### config.mk
export PLATFORM = sky130hd
export DESIGN_NAME = wrs_trig
export DESIGN_NICKNAME = d
export VERILOG_FILES = /design/src/rtl/wrs_pkg.sv /design/src/rtl/wrs_trig.sv
export SDC_FILE = /design/constraint.sdc
export NUM_CORES = 2
export LEC_CHECK = 0
export BUFFER_PORTS_ARGS = -buffer_cell sky130_fd_sc_hd__buf_2
export CAP_MARGIN = 20
export CORE_UTILIZATION = 66
export CTS_CLUSTER_DIAMETER = 60
export CTS_CLUSTER_SIZE = 24
export DETAILED_ROUTE_END_ITERATION = 8
export PLACE_DENSITY_LB_ADDON = 0.1
export SLEW_MARGIN = 20
export SYNTH_ARGS = -nofsm -noshare
export SYNTH_HDL_FRONTEND = slang
export SYNTH_SLANG_ARGS = --single-unit
### constraint.sdc
create_clock -name i_clk -period 6.95 [get_ports i_clk]
set_input_delay 0 -clock i_clk [delete_from_list [all_inputs] [get_ports i_clk]]
set_output_delay 0 -clock i_clk [all_outputs]
set_load 0.1 [all_outputs]
### src/rtl/wrs_pkg.sv
// Shared types, constants and tables for the wheel rpm synthesis block.
// No dependencies; every rtl file imports this package.
package wrs_pkg;

    // Pipeline geometry: stage 0 is the input register, the last stage the output register.
    localparam int NUM_STG   = 31;
    localparam int TRIG_LAST = 18;   // sine and cosine registered here
    localparam int SLIP_LAST = 26;   // slip speed registered here
    localparam int DIV_STEPS = 16;
    localparam int CORDIC_N  = 16;

    localparam logic signed [31:0] Q_ONE       = 32'sd65536;
    localparam logic signed [19:0] PI_Q        = 20'sd205887;
    localparam logic signed [19:0] HALF_PI_Q   = 20'sd102944;
    localparam logic signed [33:0] CORDIC_GAIN = 34'sd652032874;
    localparam logic [62:0]        SAT_CAP     = 63'h4000_0000_0000_0000;
    localparam logic [16:0]        UTIL_ONE    = 17'd65536;
    localparam logic [30:0]        GRAVITY_RST = 31'd642908;

    typedef enum logic [2:0] {
        REG_AXLE_WIDTH    = 3'd0,
        REG_FRONT_AXLE    = 3'd1,
        REG_RPM_PER_SPEED = 3'd2,
        REG_DRAG          = 3'd3,
        REG_DOWNFORCE     = 3'd4,
        REG_GRIP          = 3'd5,
        REG_GRAVITY       = 3'd6,
        REG_PEAK_SLIP     = 3'd7
    } t_reg_idx;

    // Registers the slip path reads.
    typedef struct packed {
        logic [30:0] drag;
        logic [30:0] down;
        logic [30:0] grip;
        logic [30:0] gravity;
        logic [30:0] peak;
    } t_slip_cfg;

    // atan(2^-i) in Q16.16
    function automatic logic [15:0] atan_q(input logic [3:0] idx);
        logic [15:0] v;
        case (idx)
            4'd0:    v = 16'd51472;
            4'd1:    v = 16'd30386;
            4'd2:    v = 16'd16055;
            4'd3:    v = 16'd8150;
            4'd4:    v = 16'd4091;
            4'd5:    v = 16'd2047;
            4'd6:    v = 16'd1024;
            4'd7:    v = 16'd512;
            4'd8:    v = 16'd256;
            4'd9:    v = 16'd128;
            4'd10:   v = 16'd64;
            4'd11:   v = 16'd32;
            4'd12:   v = 16'd16;
            4'd13:   v = 16'd8;
            4'd14:   v = 16'd4;
            4'd15:   v = 16'd2;
            default: v = 16'd0;
        endcase
        return v;
    endfunction

endpackage

### src/rtl/wrs_trig.sv
// Pipelined 16-step CORDIC giving cosine and sine of the steering angle.
// Depends on wrs_pkg; stage advances come from the top level.
module wrs_trig (
    input  logic                                i_clk,
    input  logic [wrs_pkg::TRIG_LAST:1]         i_adv,
    input  logic signed [17:0]                  i_angle,
    output logic signed [17:0]                  o_cos,
    output logic signed [17:0]                  o_sin
);
    import wrs_pkg::*;

    typedef struct packed {
        logic signed [33:0] x;
        logic signed [33:0] y;
        logic signed [19:0] z;
        logic               neg;
    } t_cr;

    t_cr r_cr [0:CORDIC_N];
    t_cr n_cr [0:CORDIC_N];
    logic signed [17:0] r_cos, r_sin;

    // stage 1: fold into +-pi/2
    always_comb begin
        logic signed [19:0] a;
        a = 20'(i_angle);
        n_cr[0].x   = CORDIC_GAIN;
        n_cr[0].y   = '0;
        n_cr[0].neg = 1'b0;
        n_cr[0].z   = a;
        if (a > HALF_PI_Q) begin
            n_cr[0].z   = PI_Q - a;
            n_cr[0].neg = 1'b1;
        end else if (a < -HALF_PI_Q) begin
            n_cr[0].z   = -PI_Q - a;
            n_cr[0].neg = 1'b1;
        end
    end

    for (genvar j = 1; j <= CORDIC_N; j++) begin : g_step
        always_comb begin
            t_cr c;
            logic signed [19:0] at;
            c  = r_cr[j-1];
            at = 20'(atan_q(4'(j - 1)));
            if (!c.z[19]) begin
                n_cr[j].x = c.x - (c.y >>> (j - 1));
                n_cr[j].y = c.y + (c.x >>> (j - 1));
                n_cr[j].z = c.z - at;
            end else begin
                n_cr[j].x = c.x + (c.y >>> (j - 1));
                n_cr[j].y = c.y - (c.x >>> (j - 1));
                n_cr[j].z = c.z + at;
            end
            n_cr[j].neg = c.neg;
        end
    end

    always_ff @(posedge i_clk) begin
        for (int j = 0; j <= CORDIC_N; j++) begin
            if (i_adv[j + 1]) begin
                r_cr[j] <= n_cr[j];
            end
        end
    end

    // last stage: round Q30 to Q16.16
    always_ff @(posedge i_clk) begin
        logic signed [33:0] cx, sy;
        cx = (r_cr[CORDIC_N].x + 34'sd8192) >>> 14;
        sy = (r_cr[CORDIC_N].y + 34'sd8192) >>> 14;
        if (i_adv[TRIG_LAST]) begin
            r_cos <= r_cr[CORDIC_N].neg ? -cx[17:0] : cx[17:0];
            r_sin <= sy[17:0];
        end
    end

    assign o_cos = r_cos;
    assign o_sin = r_sin;

endmodule

# Yosys cells after proc, flatten, opt, wreduce, memory -nomap -nowiden

Memories as Yosys holds them, arrays and structs flattened.
Index checks and enable logic that the tools add are counted.
W data, S select, Z words.

Register bits: 36
Memory bits (writable): 1513
Logic and storage cells: 158
Memories: 1

Add/subtract/negate cells: 100
Magnitude comparators: 2
Multiplexer cells: 53

Memories:

| memory | depth | width | read ports | clocked after Yosys merged registers in | write ports | line           | text |
|---|---|---|---|---|---|---|---|
| r_cr   | 17    | 89    | 17         | 0                                       | 17          | wrs_trig.sv:19 | `t_cr r_cr [0:CORDIC_N];` |

Operators with widths:

| operator         | number |
|---|---|
| $mux W88         | 16 |
| $add A34 B19 Y34 | 2 |
| $add A34 B20 Y34 | 2 |
| $add A34 B21 Y34 | 2 |
| $add A34 B22 Y34 | 2 |
| $add A34 B23 Y34 | 2 |
| $add A34 B24 Y34 | 2 |
| $add A34 B25 Y34 | 2 |
| $add A34 B26 Y34 | 2 |
| $add A34 B27 Y34 | 2 |
| $add A34 B28 Y34 | 2 |
| $add A34 B29 Y34 | 2 |
| $add A34 B30 Y34 | 2 |
| $add A34 B31 Y34 | 2 |
| $add A34 B32 Y34 | 2 |
| $add A34 B33 Y34 | 2 |
| $sub A34 B19 Y34 | 2 |
| $sub A34 B20 Y34 | 2 |
| $sub A34 B21 Y34 | 2 |
| $sub A34 B22 Y34 | 2 |
| $sub A34 B23 Y34 | 2 |
| $sub A34 B24 Y34 | 2 |
| $sub A34 B25 Y34 | 2 |
| $sub A34 B26 Y34 | 2 |
| other kinds (47) | 93 |

# Depth between registers and ports, before layout

An unclocked memory read counts as a cell.

Word-level depth: 4
Depth in mapped cells: 22
Gate-level depth less buffers: 22

# Least setup slack after synthesis

OpenSTA, ideal clock, no wires.

Path kind: reg2reg
From: memory r_cr[0][198] in the netlist's numbering
To: memory r_cr[0][354] in the netlist's numbering, data pin
Setup time: 266 ps
Data arrival time: 4246 ps
Required time: 6684 ps
Setup slack: 2438 ps
Cell stages (with the launch flop): 17
Path buffers: 3
Period minus slack after synthesis: 4512 ps
Path through: edfxtp_1 clkbuf_1 clkbuf_1 clkbuf_1 mux2_2 fa_1 a21o_1 a21oi_1 o21bai_1 o311a_1 o31ai_4 a311oi_1 o41ai_1 a31oi_1 nor3b_1 o2111ai_1 xor2_1

RTL lines:

| item               | line |
|---|---|
| start: declaration | wrs_trig.sv:19 |

==> flow_summary.json <==
{
  "portBuffers": 72,
  "final_hold_viol_count": 0,
  "grt_pass1_vias": 80700,
  "synth_fp_nets": 12200,
  "clock-sinks": 1301,
  "synthTopCellsByArea": "edfxtp_1 (37%), ha_1 (14%), xnor2_1 (9.0%)",
  "worst_setup_path_end_kind": "flop",
  "holdWs_ps": 94.1,
  "post-dp-hpwl_mm": 216,
  "clk_pin_slew_ps": 90,
  "finalSetupViolations": 0,
  "avgSynthCellArea_sq_um": 9.72,
  "r2r_cells": 18,
  "final_cell_mix": "edfxtp_1 (1301), a21oi_1 (1208), ha_1 (1171)",
  "cts_tree": "yes",
  "synth_cells": 11000,
  "path_max_fanout": 5,
  "min_to": "r_cr[0][1]$_DFFE_PP_",
  "dp.cells": 13100,
  "core_sq_um": 161000,
  "synth.largest_area_cell": "edfxtp_1",
  "reg2reg_slack_ps": 1150,
  "cts_buffer_depth": 3,
  "critPathSlowestCell": "nor4_1",
  "worstHoldPathType": "in2reg",
  "antenna_found_initial": 6,
  "ctsResizeCount": 0,
  "wirelength_mm": 273,
  "worstPathRequired_ps": 7490,
  "fmax_mhz": 172,
  "critical_path.reg2reg.startpoint": "r_cr[1][205]$_DFFE_PP_",
  "final_nets": 12300,
  "crit_path_start_kind": "flop",
  "synth_seq_cells": 1301,
  "critPathArrivalTime_ps": 6340,
  "area_delta_synth_final_pct": 7.11,
  "status": "finished, final reports clean",
  "finalCritPeriodShare_pct": 83.4,
  "cp.buffers_inverters": 1,
  "report.final.slew_viol_count": 0,
  "h-tree-depth": 3,
  "reg2reg_to": "r_cr[1][351]$_DFFE_PP_",
  "critPathMaxStageDelay_ps": 620,
  "n_antenna_cell": 0,
  "wl_per_cell_um": 20.5,
  "first_pass_iters": 6,
  "drive_gt1_share_pct": 4.42,
  "min_path_cells": 3,
  "synth-async-reset-ratio_pct": 0,
  "syn_area_sq_um": 107000,
  "die_h_um": 404,
  "place_congestion": 0.970,
  "grt_pass1_wl_mm": 428,
  "clock_latency_ps": 800,
  "cts_made_buffers": 117,
  "grt-ovfl-total": 0,
  "cap_violations": 0,
  "vias": 84000,
  "seq_area_sq_um": 39100,
  "rows": 147,
  "dieArea_sq_um": 163000,
  "worst_pin_slew_ps": 1130,
  "rsz0062_at_grt": "false",
  "dp_slack_ps": 1550,
  "synth_warnings": 0,
  "final_cells": 13400,
  "multi_input_area_sq_um": 65200,
  "slew_headroom_pct": 23.9,
  "drt_iter0_drc": 6283,
  "fin_skew_ps": 43.4,
  "ys.flop_type": "edfxtp_1",
  "setup_slack_ps": 1150,
  "vias_per_cell": 6.29,
  "fin_setup_tns_ps": 0,
  "netlist.area_leader.share_pct": 36.6,
  "final_common_cell": "edfxtp_1",
  "grt_usage_pct": 32.7,
  "grt_max_degree": 86,
  "critPathKind": "reg2reg",
  "cp_top_family": "compound AO/OA/AOI/OAI gates",
  "ioPinCount": 73,
  "ys_seq_area_share_pct": 36.6,
  "synth_cell_types": 102,
  "dieWidth_um": 404,
  "fillers": 12000,
  "clockRootBuffer": "clkbuf_16",
  "hold_start": "i_angle[0]",
  "start_util_pct": 66.5,
  "period_needed_ps": 5800,
  "worstPathCellList": "inv_1, ha_1, nand2b_1, or4_1, nor4_1, nand2_1, o41ai_1, xnor2_1, ha_1, a21oi_1, o21bai_1, a21o_1, a211oi_1, a311oi_1, a211oi_1, o31ai_1, nor2_1, xnor2_1",
  "drcViolationCount": 0,
  "synth_edf_count": 1301,
  "antenna_left": 0
}
[cells in the mapped netlist (all sizes together) (22+ instances only)]
| master | n |
|---|---|
| a211o | 26 |
| a211oi | 101 |
| a21boi | 29 |
| a21o | 462 |
| a21oi | 1210 |
| a221oi | 22 |
| a31o | 22 |
| a31oi | 142 |
| and2 | 77 |
| and3 | 101 |
| buf | 33 |
| clkbuf | 140 |
| edfxtp | 1301 |
| fa | 41 |
| ha | 1171 |
| inv | 492 |
| mux2 | 60 |
| mux2i | 51 |
| nand2 | 435 |
| nand2b | 186 |
| nand3 | 173 |
| nand4 | 67 |
| nor2 | 1042 |
| nor2b | 145 |
| nor3 | 311 |
| nor3b | 39 |
| nor4 | 81 |
| o211ai | 44 |
| o21a | 197 |
| o21ai | 466 |
| o21bai | 126 |
| o31ai | 51 |
| o41ai | 35 |
| or2 | 46 |
| or3 | 95 |
| or4 | 29 |
| xnor2 | 1092 |
| xor2 | 563 |
[cell families after synthesis]
kind of cell / count (synthesis) / synth area share, %
AO/OA/AOI/OAI: 3126 / 18.5
AND/OR/NAND/NOR: 2920 / 13.4
XOR/XNOR: 1655 / 13.6
flip-flops: 1301 / 36.6
adder cells (fa/ha/maj): 1212 / 14.5
buffers and inverters: 667 / 2.35
multiplexers: 111 / 1.11
[through the flow]
step                      cell area [sq um]  utilization (%)
after floorplan                      107000                -
after CTS                            114000             71.2
final                                114000             71.2
after detailed placement             110000             68.2
after global routing                 114000             71.2
after global placement               110000             68.2
[timing repair]
action / 4_1_cts / 5_1_grt
hold buffers: 52 / 0
setup buffers: 0 / 0
endpoints found under the hold margin: 468 / 0
[registers in the layout (all words and copies together), names as in the netlist]
register  cells
r_cr       1265
o_cos        18
o_sin        18
[layout make-up]
| class | instances | area share (%) |
|---|---|---|
| multi-input combinational | 9024 | 57.0 |
| clock buffer | 124 | 2.62 |
| timing repair buffer | 158 | 1.03 |
| sequential | 1301 | 34.1 |
| tap | 2160 | 2.36 |
| clock inverter | 97 | 1.20 |
| inverter | 494 | 1.62 |
[tightest hold or removal path: cells and delay by family]
family | cells | cell delay (ps)
xor gates and xnor gates | 1 | 70
buffers and inverters | 2 | 640
[worst max-delay path by stage]
stage                           startpoint                      to  slack [ps]  depth (start not counted)
floorplan           r_cr[0][198]$_DFFE_PP_  r_cr[0][354]$_DFFE_PP_        2440                         16
global placement    r_cr[1][205]$_DFFE_PP_  r_cr[1][355]$_DFFE_PP_        1680                         20
detailed placement  r_cr[1][205]$_DFFE_PP_  r_cr[1][355]$_DFFE_PP_        1550                         20
CTS                 r_cr[1][205]$_DFFE_PP_  r_cr[1][351]$_DFFE_PP_        1510                         18
global route        r_cr[1][205]$_DFFE_PP_  r_cr[1][351]$_DFFE_PP_        1050                         18
finish              r_cr[1][205]$_DFFE_PP_  r_cr[1][351]$_DFFE_PP_        1150                         18
[per-layer routing]
metal | vias to the layer above | GRT usage (%) | share of wire, %
li1 | 40800 | - | -
met1 | 40000 | 40.2 | 41
met2 | 2563 | 57.8 | 49
met3 | 624 | 3.75 | 5.5
met4 | 2 | 14.4 | 4.5
met5 | - | 0 | 0.0048
Power is left out: the tool's default activity adds up to more than one toggle a clock period on the data nets, which glitch-free logic cannot reach.
